$ cat config.mk
export PLATFORM = sky130hd
export DESIGN_NAME = bwcs_ram
export DESIGN_NICKNAME = d
export VERILOG_FILES = /design/src/hdl/binned_weighted_class_sum_macros.svh /design/src/hdl/bwcs_ram.sv
export SDC_FILE = /design/constraint.sdc
export NUM_CORES = 1
export LEC_CHECK = 0
export BUFFER_PORTS_ARGS = -buffer_cell sky130_fd_sc_hd__buf_4
export CORE_UTILIZATION = 40
export CTS_CLUSTER_SIZE = 16
export DETAILED_ROUTE_END_ITERATION = 7
export GPL_ROUTABILITY_DRIVEN = 0
export PLACE_DENSITY = 0.68
export SYNTH_ARGS = -nofsm -noshare
export SYNTH_HDL_FRONTEND = slang
export SYNTH_SLANG_ARGS = --single-unit
$ cat constraint.sdc
create_clock -name i_clk -period 2 [get_ports i_clk]
set_input_delay 0 -clock i_clk [delete_from_list [all_inputs] [get_ports i_clk]]
set_output_delay 0 -clock i_clk [all_outputs]
set_load 0.005 [all_outputs]
$ cat src/hdl/binned_weighted_class_sum_macros.svh
// -----------------------------------------------------------------------------
// binned_weighted_class_sum_macros
// Assertion macros used by the accumulator RTL.
// -----------------------------------------------------------------------------
`ifndef BINNED_WEIGHTED_CLASS_SUM_MACROS_SVH
`define BINNED_WEIGHTED_CLASS_SUM_MACROS_SVH

// same-cycle implication
`define BWCS_ASSERT_NOW(label, clk, rst_n, ante, cons) \
    label: assert property (@(posedge clk) disable iff (!rst_n) (ante) |-> (cons)) \
        else $error("bwcs: same-cycle check failed");

// next-cycle implication
`define BWCS_ASSERT_NEXT(label, clk, rst_n, ante, cons) \
    label: assert property (@(posedge clk) disable iff (!rst_n) (ante) |=> (cons)) \
        else $error("bwcs: next-cycle check failed");

`endif

$ cat src/hdl/bwcs_ram.sv
// -----------------------------------------------------------------------------
// bwcs_ram
// Generic simple dual-port RAM, one write port, one registered read port.
// -----------------------------------------------------------------------------
module bwcs_ram #(
    parameter int   WIDTH = 8,
    parameter int   DEPTH = 16,
    localparam int  AW    = (DEPTH > 1) ? $clog2(DEPTH) : 1
) (
    input  logic             i_clk,
    input  logic             i_we,
    input  logic [AW-1:0]    i_waddr,
    input  logic [WIDTH-1:0] i_wdata,
    input  logic             i_re,
    input  logic [AW-1:0]    i_raddr,
    output logic [WIDTH-1:0] o_rdata
);

    logic [WIDTH-1:0] r_mem [DEPTH];
    logic [WIDTH-1:0] r_rdata;

    always_ff @(posedge i_clk) begin
        if (i_we) begin
            r_mem[i_waddr] <= i_wdata;
        end
        if (i_re) begin
            r_rdata <= r_mem[i_raddr];
        end
    end

    assign o_rdata = r_rdata;

endmodule

Yosys cells after proc, flatten, opt, wreduce, memory -nomap -nowiden
Memory sizes are Yosys's and may differ from the RTL's. A register that Yosys moved wholly into a read port is not among the register bits.
Index checks and enable logic that the tools add are counted.
- mux-type cells: 2
- operators with widths (cell ; count):
    $mux W1 ; 2
- register bits after elaboration: 0
- output and inout bits: 8
- memories kept: 1
- memory bits (writable): 128
- memory list (memory ; words ; width ; read ports ; clocked after Yosys merged registers in ; wr ports ; line ; text):
    r_mem ; 16 ; 8 ; 1 ; 1 ; 1 ; bwcs_ram.sv:19 ; logic [WIDTH-1:0] r_mem [DEPTH];

Longest topological paths before layout
- depth after elaboration: 2
- gate-level depth with buffers: 5
- mapped depth without buffers: 3

Worst setup path after synthesis
No wires, ideal clock.
- path kind: input -> register
- start: in i_waddr[2]
- end: mem r_mem[0][0] (enable)
- setup time: 0.383 ns
- stages: 2
- slack: 0.507 ns
- arrival time: 1.110 ns
- path buffers: 0
- cell sequence: or3b_2 > nor3_1
- RTL lines (what ; line ; text):
    start, declared ; bwcs_ram.sv:12 ; input logic [AW-1:0] i_waddr,
    end, declared ; bwcs_ram.sv:19 ;
No word-level cell before the write port.

==> summary.md <==
| Metric | Value |
|---|---|
| Critical Path AT | 1630 ps |
| Min-Delay Path Depth | 3 |
| Final WL | 9810 µm |
| Ranking of synthesized cells by area | edfxtp_1 (78%), mux4_2 (7.8%), mux4_1 (7.0%) |
| Worst slack, placed | 309 ps |
| Peak supply drop | ~550 µV |
| DR pass1 iterations | 4 |
| RR Startpoint | r_mem[9][4] |
| Core area | 12700 µm² |
| Area of the die | 13500 µm² |
| Fin. Hold Viols | 0 |
| Layout cells sized above 1 | 31.5% |
| Post-synthesis cell type count | 18 |
| Syn nets | approximately 250 |
| Avg Cell Area, Syn | 22.8 µm² |
| Setup Skew | 8.69 ps |
| Cells after DPL | 436 |
| Hold slack final | 113 ps |
| R2r setup slk | 530 ps |
| Hold wc startpoint | i_waddr[0] |
| Total CTS buffers | 17 |
| Max Fclk | 0.678 GHz |
| Clk sinks | 136 |
| Period utilisation layout | about three quarters |
| CTS resizes | 0 |
| Hold Path Sink | r_mem[8][3] |
| Final TNS setup | 0 ps |
| Area growth, synth to finish | 23.3% |
| Leakage | between 2 and 2.5 nW |
| Worst r2r path cells | 3 |
| Vias in the first global route | approximately 2500 |
| # IOs | 27 |
| Min Clock Period, post-route | 1470 ps |
| Clk buf depth | 2 |
| Gate Count Post-Synth | about 230 |
| Skew-Pair Late Insertion Delay | between 400 and 500 ps |
| Maxcap violations | 0 |
| Status | finished clean |
| Remaining DRCs | 0 |
| Cells along the critical path | mux4_1 -> a22oi_1 -> nand2_1 |
| Vias | around 2500 |
| Drt initial violations | 180 |
| Hold crit path type | in -> reg |
| Nets | 311 |
| First-pass GRT wire length | 14500 µm |
| Grt total ovfl | 0 |
| Setup violations, final | 0 |
| Worst R2R End | o_rdata[4] |
| Sequential-to-total area share from yosys stat | 78.1% |
| Non-Filler Instances | about 480 |
| Mapped cell area | 5230 µm² |
| Tightest Pin Transition | 817 ps |
| Slowest-stage cell, CP | mux4_1 |
| CP Max Fanout | 1 |
| Cell Pwr Density | around 1100 nW/µm² |
| Top-area cell type share of the netlist area | between 70% and 80% |
| Number of synthesized flops with an enable pin | 136 |
| DR vias/cell | 5.26 |
| RSZ-0062 raised after global routing | false |
| Rel. slew slack | 45.4% |
| Post-route antenna net violation count | 0 |
| Die Y | 116 µm |
| Final Max Slew Viols | 0 |
| Pin count of the biggest net entering global routing | 33 |
| Synth Flop Type | edfxtp_1 |
| Crit start category | register |
| Element type at the critical path end | register |
| Async S/R FF share, synth | 0% |
| Total power draw | slightly below 7 mW |
| Most common cell in the netlist | edfxtp_1 |
| Clk slew on worst S/H paths | ~60 ps |
| Critical path class | reg -> reg |
| Final WS setup | approximately 530 ps |
| Initial antenna violation count | 0 |
| Worst Path Required | 2150 ps |
| Clk root buf | clkbuf_16 |
| Most frequent cells after synthesis | edfxtp_1 (136), mux4_2 (18), a22oi_1 (16), mux4_1 (14), nor2_1 (13) |
| # port buffers | 26 |
| Largest stage delay, worst path | between 500 and 600 ps |
| HPWL reported at the end of detailed placement | 5880 µm |
| Global router's overall resource usage | 15.8% |
| Synth area leader | edfxtp_1 |
| H-tree lvl count | 4 |
| Initial core utilization | about two fifths |
| Yosys warnings | 0 |
| Die width | 116 µm |
| FF+latch count, synth | 136 |
| CTS tree | done |
| Wire length per cell | ~21 µm |
| Std-Cell Rows | 41 |
| Diodes inserted | 0 |
==> how the worst max path moves through the flow <==
stage                start     endpoint  slack [ps]  cells past startpoint
3_5_place_dp    i_raddr[0]   o_rdata[1]         310                      5
6_report       r_mem[9][4]   o_rdata[4]         530                      3
3_3_place_gp    i_raddr[0]   o_rdata[1]         310                      5
2_1_floorplan   i_waddr[2]  r_mem[0][0]         510                      2
5_1_grt        r_mem[9][4]   o_rdata[4]         460                      3
4_1_cts        r_mem[9][4]   o_rdata[4]         510                      3
==> layout by cell type (no fill, tap or decap) <==
| cell type | Yosys | final |
|---|---|---|
| a22oi_1 | 16 | 16 |
| and2_1 | 1 | 1 |
| and2b_1 | 1 | 1 |
| buf_12 | 0 | 1 |
| buf_4 | 1 | 44 |
| bufinv_16 | 0 | 5 |
| clkbuf_16 | 0 | 17 |
| clkinv_2 | 0 | 3 |
| clkinv_4 | 0 | 3 |
| clkinvlp_4 | 0 | 2 |
| dlygate4sd3_1 | 0 | 9 |
| edfxtp_1 | 136 | 136 |
| inv_6 | 0 | 2 |
| mux4_1 | 14 | 14 |
| mux4_2 | 18 | 18 |
| nand2_1 | 9 | 9 |
| nand2b_1 | 2 | 2 |
| nand3_1 | 1 | 1 |
| nand3b_1 | 2 | 2 |
| nor2_1 | 13 | 13 |
| nor2b_1 | 1 | 1 |
| nor3_1 | 4 | 4 |
| or3b_2 | 1 | 1 |
==> per-stage QoR <==
| step | area (µm²) | util [%] |
|---|---|---|
| final | 6450 | 50.9 |
| after global routing | 6450 | 50.9 |
| after CTS | 6450 | 50.9 |
| after detailed placement | 5710 | 45.0 |
| after global placement | 5710 | 45.0 |
| after floorplan | 5230 | - |
==> cell type report <==
cell class,count,area [µm²]
Fill cell,975,6220
Sequential cell,136,4080
Multi-Input combinational cell,83,1060
Timing Repair Buffer,54,440
Clock buffer,17,425
Clock inverter,15,224
Tap cell,172,215
==> power by group <==
part	internal (mW)	switching [mW]
clock	2.22	1.14
combinational	0.152	0.164
sequential	3.21	0.0179
total	5.58	1.32
==> flip-flops by register name (all words and copies together) (netlist names) <==
| signal | count |
|---|---|
| o_rdata | 8 |
| r_mem | 128 |
==> critical path, delay by kind of cell (launching register included) <==
| family | cells | cell delay, ps |
|---|---|---|
| mux | 1 | 530 |
| simple gates | 1 | 80 |
| flops | 1 | 370 |
| compound gates | 1 | 250 |
==> routing by layer <==
| layer | up-vias | share of wire (%) | wire, µm | track usage [%] |
|---|---|---|---|---|
| li1 | 1104 | - | - | - |
| met1 | 1322 | 43 | 4240 | 20.2 |
| met2 | 75 | 50 | 4930 | 25.0 |
| met3 | 9 | 5.5 | 543 | 5.50 |
| met4 | 0 | 1.0 | 99 | 6.07 |
| met5 | - | 0 | 0 | 0 |
==> what timing repair did <==
item | in CTS | in global routing
setup buffers | 0 | 0
hold buffers | 9 | 0
endpoints found under the hold margin | 136 | 0
==> cell families (layout without fill, tap and decap cells) <==
group,count (synthesis),count (layout),synth area share [%]
simple gates,35,35,3.14
flops,136,136,78.1
mux,32,32,14.8
buf+inv,10,86,1.65
compound gates,16,16,2.30
(Power assumes the default switching activity.)
