### config.mk
export PLATFORM = sky130hd
export DESIGN_NAME = bwcs_accum
export DESIGN_NICKNAME = d
export VERILOG_FILES = /design/src/hdl/bwcs_pkg.sv /design/src/hdl/bwcs_accum.sv
export VERILOG_INCLUDE_DIRS = /design/src /design/src/hdl
export SDC_FILE = /design/constraint.sdc
export NUM_CORES = 2
export LEC_CHECK = 0
export ABC_AREA = 1
export BUFFER_PORTS_ARGS = -buffer_cell sky130_fd_sc_hd__buf_4
export CELL_PAD_IN_SITES_DETAIL_PLACEMENT = 1
export CELL_PAD_IN_SITES_GLOBAL_PLACEMENT = 1
export CORE_MARGIN = 3
export CORE_UTILIZATION = 30
export CTS_BUF_LIST = sky130_fd_sc_hd__clkbuf_4 sky130_fd_sc_hd__clkbuf_8
export DETAILED_ROUTE_END_ITERATION = 7
export PLACE_DENSITY = 0.64
export SYNTH_ARGS = -nofsm -noshare
export SYNTH_HDL_FRONTEND = slang
export SYNTH_SLANG_ARGS = --single-unit
### constraint.sdc
create_clock -name i_clk -period 10.1 [get_ports i_clk]
set_clock_uncertainty 0.2 [all_clocks]
set_input_delay 2.02 -clock i_clk [delete_from_list [all_inputs] [get_ports i_clk]]
set_output_delay 2.02 -clock i_clk [all_outputs]
set_load 0.02 [all_outputs]
### src/hdl/binned_weighted_class_sum_macros.svh
// -----------------------------------------------------------------------------
// binned_weighted_class_sum_macros
// Assertion macros used by the accumulator RTL.
// -----------------------------------------------------------------------------
`ifndef BINNED_WEIGHTED_CLASS_SUM_MACROS_SVH
`define BINNED_WEIGHTED_CLASS_SUM_MACROS_SVH

// same-cycle implication
`define BWCS_ASSERT_NOW(label, clk, rst_n, ante, cons) \
    label: assert property (@(posedge clk) disable iff (!rst_n) (ante) |-> (cons)) \
        else $error("bwcs: same-cycle check failed");

// next-cycle implication
`define BWCS_ASSERT_NEXT(label, clk, rst_n, ante, cons) \
    label: assert property (@(posedge clk) disable iff (!rst_n) (ante) |=> (cons)) \
        else $error("bwcs: next-cycle check failed");

`endif

### src/hdl/bwcs_pkg.sv
// -----------------------------------------------------------------------------
// bwcs_pkg
// Types, codes, land-class fractions and saturating helpers.
// -----------------------------------------------------------------------------
package bwcs_pkg;

    localparam int REQ_W    = 2;
    localparam int PIX_W    = 16;
    localparam int BIN_W    = 16;
    localparam int FLAG_W   = 8;
    localparam int CLASS_W  = 8;
    localparam int FRAC_W   = 16;
    localparam int WEIGHT_W = 32;
    localparam int SUM_W    = 63;
    localparam int CNT_W    = 32;

    localparam logic [REQ_W-1:0] REQ_ACCUM = 2'd0;
    localparam logic [REQ_W-1:0] REQ_READ  = 2'd1;
    localparam logic [REQ_W-1:0] REQ_CLEAR = 2'd2;

    localparam logic [CLASS_W-1:0] CLS_40  = 8'd40;
    localparam logic [CLASS_W-1:0] CLS_50  = 8'd50;
    localparam logic [CLASS_W-1:0] CLS_60  = 8'd60;
    localparam logic [CLASS_W-1:0] CLS_70  = 8'd70;
    localparam logic [CLASS_W-1:0] CLS_90  = 8'd90;
    localparam logic [CLASS_W-1:0] CLS_100 = 8'd100;
    localparam logic [CLASS_W-1:0] CLS_160 = 8'd160;

    localparam logic [FRAC_W-1:0] FRAC_0P48  = 16'd31457;
    localparam logic [FRAC_W-1:0] FRAC_0P51  = 16'd33423;
    localparam logic [FRAC_W-1:0] FRAC_0P495 = 16'd32440;
    localparam logic [FRAC_W-1:0] FRAC_0P47  = 16'd30802;
    localparam logic [FRAC_W-1:0] FRAC_HALF  = 16'd32768;

    localparam logic [SUM_W-1:0] SUM_MAX = {SUM_W{1'b1}};
    localparam logic [CNT_W-1:0] CNT_MAX = {CNT_W{1'b1}};

    typedef struct packed {
        logic [SUM_W-1:0] fsum;
        logic [CNT_W-1:0] fcnt;
        logic [SUM_W-1:0] nsum;
        logic [CNT_W-1:0] ncnt;
    } t_bin_entry;

    typedef struct packed {
        logic [REQ_W-1:0]    req;
        logic                in_range;
        logic                accum;
        logic                forest;
        logic [WEIGHT_W-1:0] weight;
    } t_stage;

    typedef struct packed {
        t_bin_entry       bin;
        logic [SUM_W-1:0] afsum;
        logic [CNT_W-1:0] afcnt;
        logic [SUM_W-1:0] ansum;
        logic [CNT_W-1:0] ancnt;
        logic             oor;
    } t_result;

    function automatic logic [FRAC_W-1:0] class_fraction(input logic ovr,
                                                         input logic [CLASS_W-1:0] cls);
        logic [FRAC_W-1:0] f;
        case (cls) inside
            CLS_40, CLS_50, CLS_60, CLS_160: f = FRAC_0P48;
            CLS_70, CLS_90:                  f = FRAC_0P51;
            CLS_100:                         f = FRAC_0P495;
            default:                         f = FRAC_0P47;
        endcase
        return ovr ? FRAC_HALF : f;
    endfunction

    function automatic logic [SUM_W-1:0] sat_sum(input logic [SUM_W-1:0] a,
                                                 input logic [WEIGHT_W-1:0] b);
        logic [SUM_W:0] s;
        s = {1'b0, a} + (SUM_W+1)'(b);
        return s[SUM_W] ? SUM_MAX : s[SUM_W-1:0];
    endfunction

    function automatic logic [CNT_W-1:0] sat_cnt(input logic [CNT_W-1:0] a);
        return (a == CNT_MAX) ? CNT_MAX : a + 1'b1;
    endfunction

endpackage

### src/hdl/bwcs_accum.sv
// -----------------------------------------------------------------------------
// bwcs_accum
// Read-modify-write stage: bin merge with forwarding, valid bits, global sums.
// -----------------------------------------------------------------------------
`include "binned_weighted_class_sum_macros.svh"

module bwcs_accum #(
    parameter int BIN_COUNT = 256,
    parameter int AW        = 8
) (
    input  logic                 i_clk,
    input  logic                 i_rst_n,
    input  logic                 i_advance,
    input  bwcs_pkg::t_stage     i_stage,
    input  logic [AW-1:0]        i_addr,
    input  bwcs_pkg::t_bin_entry i_rdata,
    output logic                 o_we,
    output logic [AW-1:0]        o_waddr,
    output bwcs_pkg::t_bin_entry o_wdata,
    output bwcs_pkg::t_result    o_result
);
    import bwcs_pkg::*;

    logic [BIN_COUNT-1:0] r_valid;
    logic                 r_wb_valid;
    logic [AW-1:0]        r_wb_addr;
    t_bin_entry           r_wb_data;
    logic [SUM_W-1:0]     r_gf_sum;
    logic [CNT_W-1:0]     r_gf_cnt;
    logic [SUM_W-1:0]     r_gn_sum;
    logic [CNT_W-1:0]     r_gn_cnt;

    t_bin_entry old_entry;
    t_bin_entry new_entry;
    logic       fwd_hit;
    logic       do_write;
    logic       do_clear;

    assign fwd_hit  = r_wb_valid && (r_wb_addr == i_addr);
    assign do_write = i_advance && i_stage.accum;
    assign do_clear = i_advance && (i_stage.req == REQ_CLEAR);

    always_comb begin
        if (!i_stage.in_range || !r_valid[i_addr]) begin
            old_entry = '0;
        end else if (fwd_hit) begin
            old_entry = r_wb_data;
        end else begin
            old_entry = i_rdata;
        end
        new_entry = old_entry;
        if (i_stage.forest) begin
            new_entry.fsum = sat_sum(old_entry.fsum, i_stage.weight);
            new_entry.fcnt = sat_cnt(old_entry.fcnt);
        end else begin
            new_entry.nsum = sat_sum(old_entry.nsum, i_stage.weight);
            new_entry.ncnt = sat_cnt(old_entry.ncnt);
        end
    end

    always_comb begin
        o_result.bin   = i_stage.in_range ? old_entry : '0;
        o_result.oor   = !i_stage.in_range;
        o_result.afsum = r_gf_sum;
        o_result.afcnt = r_gf_cnt;
        o_result.ansum = r_gn_sum;
        o_result.ancnt = r_gn_cnt;
    end

    assign o_we    = do_write;
    assign o_waddr = i_addr;
    assign o_wdata = new_entry;

    always_ff @(posedge i_clk) begin
        if (!i_rst_n) begin
            r_valid    <= '0;
            r_wb_valid <= 1'b0;
            r_gf_sum   <= '0;
            r_gf_cnt   <= '0;
            r_gn_sum   <= '0;
            r_gn_cnt   <= '0;
        end else if (do_clear) begin
            r_valid    <= '0;
            r_wb_valid <= 1'b0;
            r_gf_sum   <= '0;
            r_gf_cnt   <= '0;
            r_gn_sum   <= '0;
            r_gn_cnt   <= '0;
        end else if (i_advance) begin
            r_wb_valid <= do_write;
            if (do_write) begin
                r_valid[i_addr] <= 1'b1;
                if (i_stage.forest) begin
                    r_gf_sum <= sat_sum(r_gf_sum, i_stage.weight);
                    r_gf_cnt <= sat_cnt(r_gf_cnt);
                end else begin
                    r_gn_sum <= sat_sum(r_gn_sum, i_stage.weight);
                    r_gn_cnt <= sat_cnt(r_gn_cnt);
                end
            end
        end
    end

    always_ff @(posedge i_clk) begin
        if (do_write) begin
            r_wb_addr <= i_addr;
            r_wb_data <= new_entry;
        end
    end

    `BWCS_ASSERT_NEXT(a_gf_cnt_mono, i_clk, i_rst_n, i_advance && !do_clear, r_gf_cnt >= $past(r_gf_cnt))
    `BWCS_ASSERT_NEXT(a_clear_empties, i_clk, i_rst_n, do_clear, r_valid == '0 && r_gf_sum == '0 && r_gn_cnt == '0)
    `BWCS_ASSERT_NOW(a_write_counts, i_clk, i_rst_n, do_write, new_entry.fcnt >= old_entry.fcnt && new_entry.ncnt >= old_entry.ncnt && i_stage.in_range)

endmodule

### After elaboration in Yosys (flattened, before gate mapping)

Index checks and enable logic that the tools add are counted.

* register bits: 645
* input bits: 238
* output and inout bits: 580

* add/subtract/negate cells: 8
* magnitude comparators: 2
* equality and inequality tests: 6
* muxes and demuxes: 17
* bitwise gates (word level): 3
* reductions and logical operators: 11

Operators with widths (number)
* $mux W190: 3
* $add A63 B32 Y64: 4
* $or A256 B256 Y256: 1
* $mux W63: 4
* $mux W95: 2
* $add A32 B1 Y32 const B: 4
* $eq A32 B32 Y1 const B: 4
* $mux W32: 4
* $lt A8 B9 Y1 const B: 1
* $bmux W1 S8: 1
* $demux W1 S8: 1
* $eq A8 B8 Y1: 1
* $ge A8 B1 Y1 const B: 1
* $reduce_and A3 Y1: 2
* $logic_and A1 B1 Y1: 4
* $eq A2 B2 Y1 const B: 1
* $logic_not A1 Y1: 2
* $mux W1: 2
* $not A1 Y1: 2
* $reduce_and A2 Y1: 1
* $reduce_or A2 Y1: 1
* $logic_or A1 B1 Y1: 1

### Depth between registers and ports, before layout

* depth after elaboration: 8
* gate-level depth with buffers: 38
* depth with buffers taken out: 33

### Least setup slack after synthesis

No wires, ideal clock.

* kind: input -> output
* start: input i_addr[1]
* end: output o_wdata[174] (netlist bit)
* arrival: 6.594 ns
* required time: 7.880 ns
* setup slack: 1.286 ns
* cell stages on the path: 35
* path buffers: 9
* cell sequence: buf_4 inv_1 buf_4 buf_2 nand2_1 nand2_1 nand2_1 nand2_1 o21ai_0 nand2_1 nor2_1 nor2_1 nor2_1 nand2_4 nand2_2 buf_6 buf_2 buf_2 buf_2 buf_2 buf_1 a21oi_1 ha_1 nand2_1 nor2_1 inv_1 nor2_1 inv_1 nor3_1 nand2_1 nand3_1 nand2_1 nand2_2 nand3_1 o21ai_0

RTL lines
* start, declared: line bwcs_accum.sv:15 `input logic [AW-1:0] i_addr,`
* end, declared: line bwcs_accum.sv:19 `output bwcs_pkg::t_bin_entry o_wdata,`

==> summary.md <==
| Metric | Value |
|---|---|
| Fin area | `54500 um2` |
| Clock Power Share | `45.9%` |
| R2R cell count | `27` |
| Hpwl dp | `182000 um` |
| Maximum clock insertion buffer count | `3` |
| Netlist area before placement | `43300 um2` |
| Cell taking the most area after synthesis | `dfxtp_1` |
| Net Sw Frac | `29.5%` |
| Combinational power share | `11.4%` |
| Ys flop type | `dfxtp_1` |
| Vias/cell | `5.15` |
| Die width | `386 um` |
| Initial Utilization | `30.4%` |
| Gr usage total | `29.9%` |
| H-tree depth | `4` |
| Antenna violations before repair | `12` |
| Fillers | `18500` |
| Internal | `0.00452 W` |
| Most frequent cells in the layout | `nand2_1 (2026), buf_4 (921), inv_1 (853)` |
| Core footprint | `142000 um2` |
| Core Rows | `138` |
| Worst-case vdd ir drop | `0.0000964 V` |
| # setup viols final | `0` |
| Drt first pass iters | `5` |
| Crit path required time | `7.88 ns` |
| Critical path arrival | `7.56 ns` |
| Crit path max fanout | `64` |
| Avg Cell Area, Syn | `6.40 um2` |
| RSZ-0062 raised after global routing | `true` |
| I/O pin total | `818` |
| Placed inst area | `51700 um2` |
| Final hold vios | `0` |
| Final wirelength | `231000 um` |
| Final nets | `7919` |
| P per Cell Area | `118 nW/um2` |
| Cells on Worst Hold Path | `2` |
| Sequential area share after synthesis | `34.4%` |
| Final hold slack | `0.252 ns` |
| GPL Wtd Cong | `0.980` |
| Top post-synthesis cells by area | `dfxtp_1 (21%), nand2_1 (18%), edfxtp_1 (14%)` |
| CTS buffer count | `135` |
| DRT iter0 DRCs | `3093` |
| CP dominant cell by count | `nand2_1` |
| Layout cells sized above 1 | `16.5%` |
| Synth cell types | `57` |
| GRT overflow | `0` |
| Via Count | `49300` |
| Psw | `0.00189 W` |
| Number of global-route vias before repair | `49600` |
| Non-Filler Instances | `9564` |
| Critical path class | `input port to output port` |
| Clock slew at reported path FFs | `0.06 ns` |
| Commonest non-fill, non-tap cell in the layout | `nand2_1` |
| Number of flops mapped to enable cells by yosys | `198` |
| Leak | `25.9 nW` |
| Tightest Pin Transition | `1.27 ns` |
| Post-Synthesis Cells | `6764` |
| Critical Path Max Stage Delay | `0.56 ns` |
| Number of cells in the design after placement | `9324` |
| DRT antenna net count | `0` |
| Max Clk Rate | `0.102 GHz` |
| Setup Buffers After CTS | `0` |
| Part of the cycle the worst path needs | `96.9%` |
| Pwr Total | `0.00641 W` |
| Seq pwr share | `42.7%` |
| First-pass GRT wire length | `333000 um` |
| Outcome | `finished, final reports clean` |
| Ys async rst share | `0%` |
| Pin count of the biggest net entering global routing | `101` |
| CTS tree | `done` |
| #FFs+latches synth | `645` |
| Slew HR | `14.7%` |
| Pre-CTS WS | `0.320 ns` |
| Final slew viol count | `0` |
| Area fraction of the dominant cell type after synthesis | `20.7%` |
| Post-Syn Nets | `7112` |
| Clk sinks | `645` |
| DIE HEIGHT | `386 um` |
| Layout area overhead | `25.8%` |
| Yosys Warn Count | `0` |
| CP Launch Type | `input port` |
| Max cap viols | `0` |
| Clock Latency Late Sink | `0.88 ns` |
| Port buffer count | `817` |
| Root buffer cell | `clkbuf_8` |
| CP endpoint kind | `output port` |
| Period minus WS final | `9.78 ns` |
| DRC | `0` |
| CP max stage cell | `a21oi_1` |
| Final worst slack | `0.316 ns` |
| Hold Crit Class | `flip-flop to flip-flop` |
| Die ar. | `149000 um2` |
| Avg WL per Cell | `24.2 um` |
==> registers in the layout, indices dropped and copies added (netlist names) <==
| signal | count |
|---|---|
| r_gf_cnt | 32 |
| r_gf_sum | 63 |
| r_gn_cnt | 32 |
| r_gn_sum | 63 |
| r_valid | 256 |
| r_wb_addr | 8 |
| r_wb_data | 190 |
| r_wb_valid | 1 |
==> final timing paths <==
check	start	end	slack, ns
max	i_addr[0]	o_wdata[85]	0.32
min	r_valid[176]	r_valid[176]	0.25
max reg2reg	r_valid[220]	r_wb_data[81]	4.47
min reg2reg	r_valid[176]	r_valid[176]	0.25
==> layout make-up <==
cell class	count	area, um2	share of cell area, %
inverters	873	3290	6.04
clock buffers	198	2420	4.45
clock inverters	37	303	0.556
well taps	1890	2360	4.34
diodes	5	12.5	0.0230
multi-input cells	4981	24000	44.0
flip-flops and latches	645	14900	27.3
repair buffers	935	7200	13.2
==> worst max-delay path: cells and delay by family <==
family | cells | cell delay [ns]
buffers and inverters | 6 | 1.31
adders and majority gates | 1 | 0.45
and+or+nand+nor | 17 | 2.34
AOI/OAI and AO/OA | 6 | 1.29
==> repair_timing <==
item,in CTS,in global routing
hold buffers,0,0
setup endpoints to repair,0,21
gates resized for setup,0,10
==> synthesized netlist by cell type, types with 69 or more instances <==
master    number
xnor2_1       69
clkbuf_1     131
xor2_1        93
mux2i_1       69
nor2_1       839
nand4_1       84
inv_1        858
a21oi_1      593
o21ai_0      319
nand2_1     2028
nand3_1      335
nor3_1       135
ha_1         108
edfxtp_1     198
dfxtp_1      447
==> stage by stage <==
step,util [%],TNS [ns]
2_1_floorplan,-,0
3_3_place_gp,36.3,0
3_5_place_dp,36.3,0
4_1_cts,38.2,0
5_1_grt,38.2,-0.635
6_report,38.2,0
==> logic make-up after synthesis <==
logic type               share of synthesized area, %
AND/OR/NAND/NOR                                  33.7
buffers and inverters                            10.5
AO/OA/AOI/OAI                                    13.2
flip-flops                                       34.4
XOR/XNOR                                         3.28
adder cells (fa/ha/maj)                          3.21
multiplexers                                     1.60
==> per-layer routing <==
layer | vias to the layer above | global-route usage (%) | wire length (um)
met4 | 8 | 11.1 | 8860
li1 | 23400 | - | -
met3 | 331 | 6.41 | 15400
met2 | 1382 | 49.1 | 106000
met1 | 24100 | 38.5 | 101000
met5 | - | 0 | 56
==> power by group through the flow <==
stage | registers (W) | clock network [W] | logic (W)
after floorplan | 0.00280 | 0 | 0.000373
after global placement | 0.00279 | 0 | 0.000723
after detailed placement | 0.00279 | 0 | 0.000729
after CTS | 0.00274 | 0.00302 | 0.000732
after global routing | 0.00274 | 0.00314 | 0.000788
final | 0.00274 | 0.00294 | 0.000734
Power figures use the tool's default switching activity.
